**src/sv/akh_pkg.sv**
```systemverilog
// ----------------------------------------------------------------------------
// akh_pkg
// Types, codes and constants shared by the analog key scanner files.
// ----------------------------------------------------------------------------
package akh_pkg;

  localparam int KEY_COUNT  = 16;
  localparam int ADDR_W     = 4;
  localparam int KEY_W      = 4;
  localparam int SAMPLE_FW  = 12;  // converter field width on the port
  localparam int REG_W      = 12;  // widest configuration register
  localparam int CFG_IDX_W  = 2;

  localparam logic [REG_W-1:0] PRESS_THRESHOLD_RESET    = 12'd35;
  localparam logic [REG_W-1:0] RELEASE_HYSTERESIS_RESET = 12'd12;
  localparam logic             ANALOG_ENABLE_RESET      = 1'b1;

  // mux address to logical key index
  localparam logic [KEY_W-1:0] ADDR_TO_KEY [KEY_COUNT] = '{
    4'd3, 4'd12, 4'd13, 4'd14, 4'd8, 4'd9, 4'd4, 4'd10,
    4'd5, 4'd11, 4'd15, 4'd6, 4'd7, 4'd0, 4'd1, 4'd2
  };

  typedef enum logic {
    OP_CAL  = 1'b0,
    OP_SCAN = 1'b1
  } akh_op_t;

  typedef enum logic [CFG_IDX_W-1:0] {
    REG_PRESS_THRESHOLD    = 2'd0,
    REG_RELEASE_HYSTERESIS = 2'd1,
    REG_ANALOG_ENABLE      = 2'd2
  } akh_reg_t;

  typedef struct packed {
    akh_op_t              op;
    logic [ADDR_W-1:0]    key_address;
    logic [SAMPLE_FW-1:0] adc_sample;
    logic                 last_in_scan;
  } akh_in_t;

  typedef struct packed {
    logic [KEY_W-1:0]     key_pos;
    logic                 key_pressed;
    logic                 baseline_done;
    logic                 scan_done;
    logic [KEY_COUNT-1:0] key_matrix;
    logic                 matrix_changed;
  } akh_out_t;

  typedef struct packed {
    akh_reg_t         index;
    logic [REG_W-1:0] value;
  } akh_cfg_t;

  typedef struct packed {
    logic [REG_W-1:0] press_threshold;
    logic [REG_W-1:0] release_hysteresis;
    logic             analog_enable;
  } akh_regs_t;

endpackage

```
**src/sv/akh_stream_if.sv**
```systemverilog
// ----------------------------------------------------------------------------
// akh_stream_if
// Valid/ready channel carrying one payload of a given type.
// ----------------------------------------------------------------------------
interface akh_stream_if #(
  parameter type payload_t = logic
);
  logic     valid;
  logic     ready;
  payload_t data;

  modport source (output valid, output data, input ready);
  modport sink (input valid, input data, output ready);
endinterface

```
**src/sv/akh_core.sv**
```systemverilog
// ----------------------------------------------------------------------------
// akh_core
// Key state: baselines, calibration sum, pressed flags and matrix. Computes
// the result of one item and updates the state when the item advances.
// ----------------------------------------------------------------------------
module akh_core #(
  parameter int CAL_SAMPLES = 4,
  parameter int ADC_BITS    = 12
) (
  input  logic                clk,
  input  logic                rst_n,
  input  logic                fire,
  input  akh_pkg::akh_in_t    item,
  input  akh_pkg::akh_regs_t  regs,
  output akh_pkg::akh_out_t   result
);

  localparam int SAMPLE_W  = (ADC_BITS < akh_pkg::SAMPLE_FW) ? ADC_BITS : akh_pkg::SAMPLE_FW;
  localparam int CNT_BITS  = $clog2(CAL_SAMPLES);
  localparam int CNT_W     = (CNT_BITS > 0) ? CNT_BITS : 1;
  localparam int ACC_W     = SAMPLE_W + CNT_BITS;
  // exact floor division by reciprocal: ceil(2^(ACC_W+CNT_BITS) / CAL_SAMPLES)
  localparam int DIV_SH    = ACC_W + CNT_BITS;
  localparam int RCP_W     = ACC_W + 1;
  localparam int PROD_W    = ACC_W + RCP_W;
  localparam int RECIP     = ((1 << DIV_SH) + CAL_SAMPLES - 1) / CAL_SAMPLES;
  localparam int CMP_W     = akh_pkg::REG_W + 1;
  localparam int KC        = akh_pkg::KEY_COUNT;

  logic [SAMPLE_W-1:0] baseline_r [KC];
  logic [KC-1:0]       flags_r;
  logic [ACC_W-1:0]    acc_r;
  logic [CNT_W-1:0]    cnt_r;
  logic [KC-1:0]       build_r;
  logic [KC-1:0]       report_r;

  logic [SAMPLE_W-1:0]       sample;
  logic [SAMPLE_W-1:0]       base;
  logic [akh_pkg::KEY_W-1:0] key;
  logic [ACC_W-1:0]          sum;
  logic                      cal_done;
  logic [PROD_W-1:0]         prod;
  logic [SAMPLE_W-1:0]       quot;
  logic [SAMPLE_W-1:0]       mag;
  logic                      above_thr;
  logic                      below_rel;
  logic                      is_scan;
  logic                      pressed;
  logic                      scan_last;
  logic [KC-1:0]             build_nxt;

  always_comb begin
    sample    = item.adc_sample[SAMPLE_W-1:0];
    base      = baseline_r[item.key_address];
    key       = akh_pkg::ADDR_TO_KEY[item.key_address];
    sum       = acc_r + ACC_W'(sample);
    cal_done  = (cnt_r == CNT_W'(CAL_SAMPLES - 1));
    prod      = PROD_W'(sum) * PROD_W'(RECIP);
    quot      = prod[DIV_SH +: SAMPLE_W];
    mag       = (sample >= base) ? (sample - base) : (base - sample);
    above_thr = CMP_W'(mag) > CMP_W'(regs.press_threshold);
    // a negative release bound never releases
    below_rel = (regs.release_hysteresis <= regs.press_threshold) &&
                (CMP_W'(mag) < CMP_W'(regs.press_threshold - regs.release_hysteresis));
    is_scan   = (item.op == akh_pkg::OP_SCAN);
    pressed   = is_scan && regs.analog_enable &&
                (above_thr || (flags_r[key] && !below_rel));
    build_nxt = pressed ? (build_r | (KC'(1) << key)) : build_r;
    scan_last = is_scan && item.last_in_scan;

    result.key_pos        = key;
    result.key_pressed    = pressed;
    result.baseline_done  = !is_scan && cal_done;
    result.scan_done      = scan_last;
    result.key_matrix     = scan_last ? build_nxt : '0;
    result.matrix_changed = scan_last && (build_nxt != report_r);
  end

  always_ff @(posedge clk) begin
    if (!rst_n) begin
      for (int i = 0; i < KC; i++) begin
        baseline_r[i] <= '0;
      end
      flags_r  <= '0;
      acc_r    <= '0;
      cnt_r    <= '0;
      build_r  <= '0;
      report_r <= '0;
    end else if (fire) begin
      if (!is_scan) begin
        if (cal_done) begin
          baseline_r[item.key_address] <= quot;
          acc_r <= '0;
          cnt_r <= '0;
        end else begin
          acc_r <= sum;
          cnt_r <= cnt_r + CNT_W'(1);
        end
      end else begin
        flags_r[key] <= pressed;
        if (scan_last) begin
          report_r <= build_nxt;
          build_r  <= '0;
        end else begin
          build_r <= build_nxt;
        end
      end
    end
  end

endmodule

```
**src/sv/analog_key_hysteresis_scanner.sv**
```systemverilog
// ----------------------------------------------------------------------------
// analog_key_hysteresis_scanner
// Sixteen-key analog scanner with calibrated baselines, press threshold and
// release hysteresis; one result item per sample item.
// ----------------------------------------------------------------------------
// result path: input register, then core result written into a two-entry output
// buffer. Throughput: one item per cycle unless the output buffer is full;
// the state update is a single pass in akh_core.
// in_if.ready depends only on registers, never on out_if.ready.
// reset: synchronous, clears baselines, pressed flags, matrices, calibration
// sum and restores the register defaults; no clearing pass.
module analog_key_hysteresis_scanner #(
  parameter int CAL_SAMPLES = 4,
  parameter int ADC_BITS    = 12
) (
  input logic          clk,
  input logic          rst_n,
  akh_stream_if.sink   in_if,
  akh_stream_if.source out_if,
  akh_stream_if.sink   cfg_if
);

  localparam int BUF_DEPTH = 2;

  akh_pkg::akh_regs_t regs_r;
  akh_pkg::akh_in_t   s1_item_r;
  logic               s1_valid_r;
  akh_pkg::akh_out_t  core_out;
  akh_pkg::akh_out_t  buf0_r;
  akh_pkg::akh_out_t  buf1_r;
  logic [1:0]         buf_cnt_r;
  logic               buf_full;
  logic               in_fire;
  logic               s1_fire;
  logic               pop;
  akh_pkg::akh_cfg_t  cfg_data;

  assign cfg_if.ready = 1'b1;
  assign cfg_data     = cfg_if.data;

  always_ff @(posedge clk) begin
    if (!rst_n) begin
      regs_r.press_threshold    <= akh_pkg::PRESS_THRESHOLD_RESET;
      regs_r.release_hysteresis <= akh_pkg::RELEASE_HYSTERESIS_RESET;
      regs_r.analog_enable      <= akh_pkg::ANALOG_ENABLE_RESET;
    end else if (cfg_if.valid) begin
      case (cfg_data.index)
        akh_pkg::REG_PRESS_THRESHOLD:    regs_r.press_threshold    <= cfg_data.value;
        akh_pkg::REG_RELEASE_HYSTERESIS: regs_r.release_hysteresis <= cfg_data.value;
        akh_pkg::REG_ANALOG_ENABLE:      regs_r.analog_enable      <= cfg_data.value[0];
        default: ;
      endcase
    end
  end

  assign buf_full    = (buf_cnt_r == 2'(BUF_DEPTH));
  assign s1_fire     = s1_valid_r && !buf_full;
  assign in_if.ready = !s1_valid_r || !buf_full;
  assign in_fire     = in_if.valid && in_if.ready;
  assign pop         = out_if.valid && out_if.ready;

  always_ff @(posedge clk) begin
    if (!rst_n) begin
      s1_valid_r <= 1'b0;
    end else if (in_fire) begin
      s1_valid_r <= 1'b1;
    end else if (s1_fire) begin
      s1_valid_r <= 1'b0;
    end
    if (in_fire) begin
      s1_item_r <= in_if.data;
    end
  end

  akh_core #(
    .CAL_SAMPLES (CAL_SAMPLES),
    .ADC_BITS    (ADC_BITS)
  ) u_core (
    .clk    (clk),
    .rst_n  (rst_n),
    .fire   (s1_fire),
    .item   (s1_item_r),
    .regs   (regs_r),
    .result (core_out)
  );

  // two-entry output buffer, head in buf0_r
  always_ff @(posedge clk) begin
    if (!rst_n) begin
      buf_cnt_r <= '0;
    end else begin
      case ({s1_fire, pop})
        2'b10:   buf_cnt_r <= buf_cnt_r + 2'd1;
        2'b01:   buf_cnt_r <= buf_cnt_r - 2'd1;
        default: buf_cnt_r <= buf_cnt_r;
      endcase
    end
    if (s1_fire && (pop || buf_cnt_r == 2'd0)) begin
      buf0_r <= core_out;
    end else if (pop) begin
      buf0_r <= buf1_r;
    end
    if (s1_fire && !pop && buf_cnt_r == 2'd1) begin
      buf1_r <= core_out;
    end
  end

  assign out_if.valid = (buf_cnt_r != 2'd0);
  assign out_if.data  = buf0_r;

endmodule
```
**src/flat_wrapper.sv**
```systemverilog
// flat-port wrapper written by rule: the top's interface ports become plain ports
module analog_key_hysteresis_scanner_flat 
#(
  parameter int CAL_SAMPLES = 4,
  parameter int ADC_BITS    = 12
)
  (clk, rst_n, in_if_valid, in_if_data, in_if_ready, out_if_valid, out_if_data, out_if_ready, cfg_if_valid, cfg_if_data, cfg_if_ready);
  akh_stream_if in_if_i ();
  akh_stream_if out_if_i ();
  akh_stream_if cfg_if_i ();
  input logic clk;
  input logic rst_n;
  input wire logic [$bits(in_if_i.valid)-1:0] in_if_valid;
  input wire logic [$bits(in_if_i.data)-1:0] in_if_data;
  output wire logic [$bits(in_if_i.ready)-1:0] in_if_ready;
  output wire logic [$bits(out_if_i.valid)-1:0] out_if_valid;
  output wire logic [$bits(out_if_i.data)-1:0] out_if_data;
  input wire logic [$bits(out_if_i.ready)-1:0] out_if_ready;
  input wire logic [$bits(cfg_if_i.valid)-1:0] cfg_if_valid;
  input wire logic [$bits(cfg_if_i.data)-1:0] cfg_if_data;
  output wire logic [$bits(cfg_if_i.ready)-1:0] cfg_if_ready;
  assign in_if_i.valid = in_if_valid;
  assign in_if_i.data = in_if_data;
  assign in_if_ready = in_if_i.ready;
  assign out_if_valid = out_if_i.valid;
  assign out_if_data = out_if_i.data;
  assign out_if_i.ready = out_if_ready;
  assign cfg_if_i.valid = cfg_if_valid;
  assign cfg_if_i.data = cfg_if_data;
  assign cfg_if_ready = cfg_if_i.ready;
  analog_key_hysteresis_scanner #(.CAL_SAMPLES(CAL_SAMPLES), .ADC_BITS(ADC_BITS)) u_core (.clk(clk), .rst_n(rst_n), .in_if(in_if_i), .out_if(out_if_i), .cfg_if(cfg_if_i));
endmodule
```
**config.mk**
```make
export PLATFORM = sky130hd
export DESIGN_NAME = analog_key_hysteresis_scanner_flat
export DESIGN_NICKNAME = d
export VERILOG_FILES = /design/src/sv/akh_pkg.sv /design/src/sv/akh_stream_if.sv /design/src/sv/akh_core.sv /design/src/sv/analog_key_hysteresis_scanner.sv /design/src/flat_wrapper.sv
export SDC_FILE = /design/constraint.sdc
export NUM_CORES = 1
export LEC_CHECK = 0
export ABC_AREA = 1
export ABC_CLOCK_PERIOD_IN_PS = 1400
export BUFFER_PORTS_ARGS = -buffer_cell sky130_fd_sc_hd__buf_4
export CAP_MARGIN = 20
export CORE_AREA = 2 2 39 41
export DETAILED_ROUTE_END_ITERATION = 16
export DIE_AREA = 0 0 41 43
export PLACE_DENSITY_LB_ADDON = 0.05
export SLEW_MARGIN = 20
export SYNTH_ARGS = -nofsm -noshare
export SYNTH_HDL_FRONTEND = slang
export SYNTH_SLANG_ARGS = --single-unit
```
**constraint.sdc**
```tcl
create_clock -name clk -period 1.4 [get_ports clk]
set_input_delay 0.14 -clock clk [delete_from_list [all_inputs] [get_ports clk]]
set_output_delay 0.14 -clock clk [all_outputs]
set_load 0.01 [all_outputs]
```
# After elaboration in Yosys (flattened, before gate mapping)

Index checks and enable logic that the tools add are counted.

ROM bits: 0
Memories kept: 0
Register bits: 3
RAM bits: 0
Latch bits: 0
Input port bits: 7

Reduce and logical (&&, ||, !) cells: 9
Multiplexer cells: 3
$lt $le $gt $ge: 0
Equal/unequal tests: 3
Divide/modulo/power cells: 0
$add $sub $neg: 2
Multiply operators: 0
Shift operators: 0
Bitwise operators: 0

Operators with widths:

| operator                                         | number |
|---|---|
| nonzero test 2 bit                               | 3 |
| == test 2 bit, second input constant             | 2 |
| case mux 2 bit (2 select lines)                  | 1 |
| logical AND 1 bit                                | 3 |
| adder 2 x 1 -> 2 bit, second input constant      | 1 |
| == test 2 x 1 -> 1 bit, second input constant    | 1 |
| zero test 1 bit                                  | 2 |
| 2-to-1 mux 1 bit                                 | 2 |
| subtractor 2 x 1 -> 2 bit, second input constant | 1 |
| logical OR 1 bit                                 | 1 |

# Longest topological paths before layout

Word-level depth: 5
Mapped depth: 8
Gate-level depth less buffers: 8

# By module

Synthesis repeated with hierarchy kept, for this count alone.

Cell total of the unflattened synthesis: 1780
Area, all modules: 14824.2 sq um

By module, submodules not included:

| module                        | area each (sq um) | sequential area each (sq um) | instances | cells each |
|---|---|---|---|---|
| akh_core                      | 14390.1           | 7046.8                       | 1         | 1725 |
| analog_key_hysteresis_scanner | 434.2             | 190.2                        | 1         | 55 |

# Worst setup path before layout

No wires, ideal clock.

Path type: reg-to-reg
Start: register u_core.buf_cnt_r[0]
End: register u_core.buf_cnt_r[1]
Setup slack: 216 ps
Period minus slack after synthesis: 1184 ps
Cell stages (with the launch flop): 8
Arrival: 1120 ps
Setup time: 64 ps
Cell sequence: dfxtp_1 > o21a_1 > ha_1 > inv_1 > nand2_1 > nor2_1 > nor2_1 > nor2_1

Cells in the longest elaborated chain, start to end: 5

Ends and longest elaborated chain:

| item                                                                  | RTL line                            | source |
|---|---|---|
| start: declaration                                                    | analog_key_hysteresis_scanner.sv:31 | `logic [1:0] buf_cnt_r;` |
| start signal: assignment                                              | analog_key_hysteresis_scanner.sv:93 | `2'b10: buf_cnt_r <= buf_cnt_r + 2'd1;` |
| start signal: assignment                                              | analog_key_hysteresis_scanner.sv:94 | `2'b01: buf_cnt_r <= buf_cnt_r - 2'd1;` |
| start signal: assignment                                              | analog_key_hysteresis_scanner.sv:95 | `default: buf_cnt_r <= buf_cnt_r;` |
| == test 2 bit                                                         | analog_key_hysteresis_scanner.sv:56 | `assign buf_full = (buf_cnt_r == 2'(BUF_DEPTH));` |
| zero test 1 bit                                                       | analog_key_hysteresis_scanner.sv:57 | `assign s1_fire = s1_valid_r && !buf_full;` |
| logical AND 1 bit                                                     | analog_key_hysteresis_scanner.sv:57 |  |
| == test 2 x 1 -> 1 bit or == test 2 bit (tied branches)               | analog_key_hysteresis_scanner.sv:92 | `case ({s1_fire, pop})` |
| case mux 2 bit (2 select lines) or nonzero test 2 bit (tied branches) | n/a                                 |  |

Several ways; a longest one is shown, not always the timed one.
A chain may end at the register's enable or synchronous reset.

# Worst setup path in the final report

Same ends and word-level chain as after synthesis.

==> results.sh <==
export IMPL_outcome="complete, no violations"
export IMPL_synth_top_family_by_area="simple AND/OR/NAND/NOR gates"
export IMPL_min_delay_start="rst_n"
export IMPL_fin_tns_setup_ns=0
export IMPL_overflow=0
export IMPL_fin_crit_sh_pct=92.4
export IMPL_wl_met2_um=188
export IMPL_end_kind="register"
export IMPL_maxSlewViolCount=0
export IMPL_die_w_um=41
export IMPL_clk_latency_ns=0.23
export IMPL_max_stage_delay_ns=0.34
export IMPL_hold_violations=0
export IMPL_post_place_ws_ns=0.0521
export IMPL_worst_slack_ns=0.107
export IMPL_wl_per_cell_um=7.81
export IMPL_hold_buffers=0
export IMPL_cap_violations=0
export IMPL_grt_pass1_wl_um=614
export IMPL_grt_pass1_vias=167
export IMPL_fmax_mhz=773
export IMPL_floorplan_initialDensity_pct=13.7
export IMPL_drcViolationCount=0
export IMPL_routed_top_layer="met3"
export IMPL_nNetsFinal=45
export IMPL_grtUsageTotal_pct=5.81
export IMPL_h_tree_depth=1
export IMPL_yosys_area_share_simple_pct=23.8
export IMPL_seq_area_um2=62.6
export IMPL_synth_top_cells_by_area="dfxtp_1 (32%), inv_1 (9.9%), nand2_1 (9.9%)"
export IMPL_yosysTopAreaCellShare_pct=31.8
export IMPL_p_leak_uw=0.000130
export IMPL_drive_above_1_share_pct=30.6
export IMPL_cp_arrival_ns=1.45
export IMPL_p_int_uw=254
export IMPL_min_to="u_core.buf_cnt_r[1]"
export IMPL_fin_crit_ns=1.29
export IMPL_core_area_mm2=0.00138
export IMPL_r2r_end="u_core.buf_cnt_r[1]"
export IMPL_antenna_found_initial=0
export IMPL_syn_area_um2=189
export IMPL_synthAdderAreaFrac_pct=6.62
export IMPL_crit_top_cell="nor2_1"
export IMPL_critPathLaunchType="register"
export IMPL_yosysSeqAreaShare_pct=31.8
export IMPL_num_antenna_cells=0
export IMPL_tritoncts="built"
export IMPL_setup_viol=0
export IMPL_cts_max_path_buffers=2
export IMPL_combPwrFrac_pct=26.9
export IMPL_synth_xor_area_share_pct=0
export IMPL_yosysUniqueCellTypes=13
export IMPL_ys_warn_count=0
export IMPL_dr_total_vias=189
export IMPL_cts_resized=0
export IMPL_criticalPathCategory="register to register"
export IMPL_cts_made_buffers=3
export IMPL_wl_met3_um=33
export IMPL_routabilityCongestion=0.589
export IMPL_crit_fanout=7
export IMPL_synth_nets=37
export IMPL_p_per_area_mw_per_mm2=1400
export IMPL_dieArea_mm2=0.00176
export IMPL_die_h_um=43
export IMPL_ir_drop_uv=411
export IMPL_power_switching_share_pct=31.2
export IMPL_ys_ff_latch=3
export IMPL_power_frac_seq_pct=32.9
export IMPL_reg2regPathDepth=7
export IMPL_final_cell_mix="inv_1 (5), nand2_1 (5), buf_4 (5), nor2_1 (4), clkbuf_4 (3)"
export IMPL_rrSetupSlack_ns=0.11
export IMPL_place_detailed_hpwl_um=329
export IMPL_nFillCells=164
export IMPL_syn_to_final_growth_pct=39.7
export IMPL_timing_hold_ws_ns=0.158
export IMPL_drt_wl_total_um=406
export IMPL_yosys_area_top_type="dfxtp_1"
export IMPL_drtIter0Drc=0
export IMPL_hold_class="primary input to register"
export IMPL_timing_rr_start="u_core.buf_cnt_r[0]"
export IMPL_rsz0062_at_grt="no"
export IMPL_rows=14
export IMPL_multi_input_area_um2=98.8
export IMPL_finClkSkew_ns=0.000427
export IMPL_first_pass_iters=1
export IMPL_cts_setup_buffers=0
export IMPL_crit_slowest_cell="dfxtp_2"
export IMPL_syn_inst=29
export IMPL_crit_required_ns=1.56
export IMPL_clk_pin_slew_worst_paths_ns=0.04
export IMPL_drt_met1_wl_um=185
export IMPL_crit_path_cell_trace="o21a_1, ha_1, inv_1, nand2_1, nor2_1, nor2_1, nor2_1"
export IMPL_ant_nets=0
export IMPL_ios=11
export IMPL_pwr_share_clk_pct=40.2
export IMPL_synth_avg_cell_area_um2=6.51
export IMPL_min_path_cells=3
export IMPL_cts_root_buffer="clkbuf_4"
export IMPL_synth_compound_area_share_pct=15.9
export IMPL_port_buffer_count=5
export IMPL_synth_mux_area_share_pct=0
export IMPL_grt_max_degree=8
export IMPL_switchingPower_uw=115
export IMPL_avgViaCountPerCell=3.63
export IMPL_clock_sinks=3
-- state kept, by name, summed over array words and instances, names as in the netlist --
register	count
u_core.s1_valid_r	1
u_core.buf_cnt_r	2
-- Yosys cell counts --
library cell,n
a21boi_1,1
a21oi_1,1
buf_4,2
conb_1,2
dfxtp_1,3
ha_1,1
inv_1,5
nand2_1,5
nand3_1,1
nand4_1,1
nor2_1,4
o21a_1,1
o21ai_0,2
-- through the flow --
stage	instances	utilization [%]	total power, uW	area (um2)
3_3_place_gp	48	16.7	217	231
2_1_floorplan	29	-	183	189
3_5_place_dp	48	16.7	216	231
5_1_grt	52	19.1	396	264
6_report	52	19.1	369	264
4_1_cts	52	18.6	375	258
-- power groups by stage --
stage | clock, uW | combinational [uW] | sequential (uW)
after floorplan | 0 | 70.0 | 113
after global placement | 0 | 98.6 | 118
after detailed placement | 0 | 98.5 | 118
after CTS | 159 | 99.0 | 117
after global routing | 159 | 112 | 125
final | 148 | 99.2 | 121
-- area by class of cell --
| type | count | area share [%] |
|---|---|---|
| multi-input combinational | 19 | 37.4 |
| sequential | 3 | 23.7 |
| timing repair buffer | 5 | 14.2 |
| clock buffer | 4 | 9.95 |
| tap | 16 | 7.58 |
| inverter | 5 | 7.11 |
-- critical path, delay by kind of cell (launching register included) --
family                     cells  cell delay (ns)
adders and majority gates      1             0.28
AOI/OAI and AO/OA              1             0.19
buffers and inverters          1             0.11
and+or+nand+nor                4             0.30
DFF                            1             0.34
-- how the worst max path moves through the flow --
stage / start / to / slack, ns
detailed placement: u_core.buf_cnt_r[1] / u_core.buf_cnt_r[1] / 0.05
global route: u_core.buf_cnt_r[0] / u_core.buf_cnt_r[1] / 0.02
finish: u_core.buf_cnt_r[0] / u_core.buf_cnt_r[1] / 0.11
floorplan: u_core.buf_cnt_r[0] / u_core.buf_cnt_r[1] / 0.22
CTS: u_core.buf_cnt_r[1] / u_core.buf_cnt_r[1] / 0.04
global placement: u_core.buf_cnt_r[1] / u_core.buf_cnt_r[1] / 0.07
-- logic make-up after synthesis --
logic type / after synthesis
AO/OA/AOI/OAI: 5
adder cells (fa/ha/maj): 1
buffers and inverters: 7
flip-flops: 3
other: 2
AND/OR/NAND/NOR: 11
-- per-layer routing --
| layer | up-vias | track usage (%) |
|---|---|---|
| li1 | 100 | - |
| met2 | 6 | 5.63 |
| met5 | - | 0 |
| met1 | 83 | 7.01 |
| met4 | 0 | 10.0 |
| met3 | 0 | 1.57 |
Note: power is estimated with default switching activity, not from simulation.
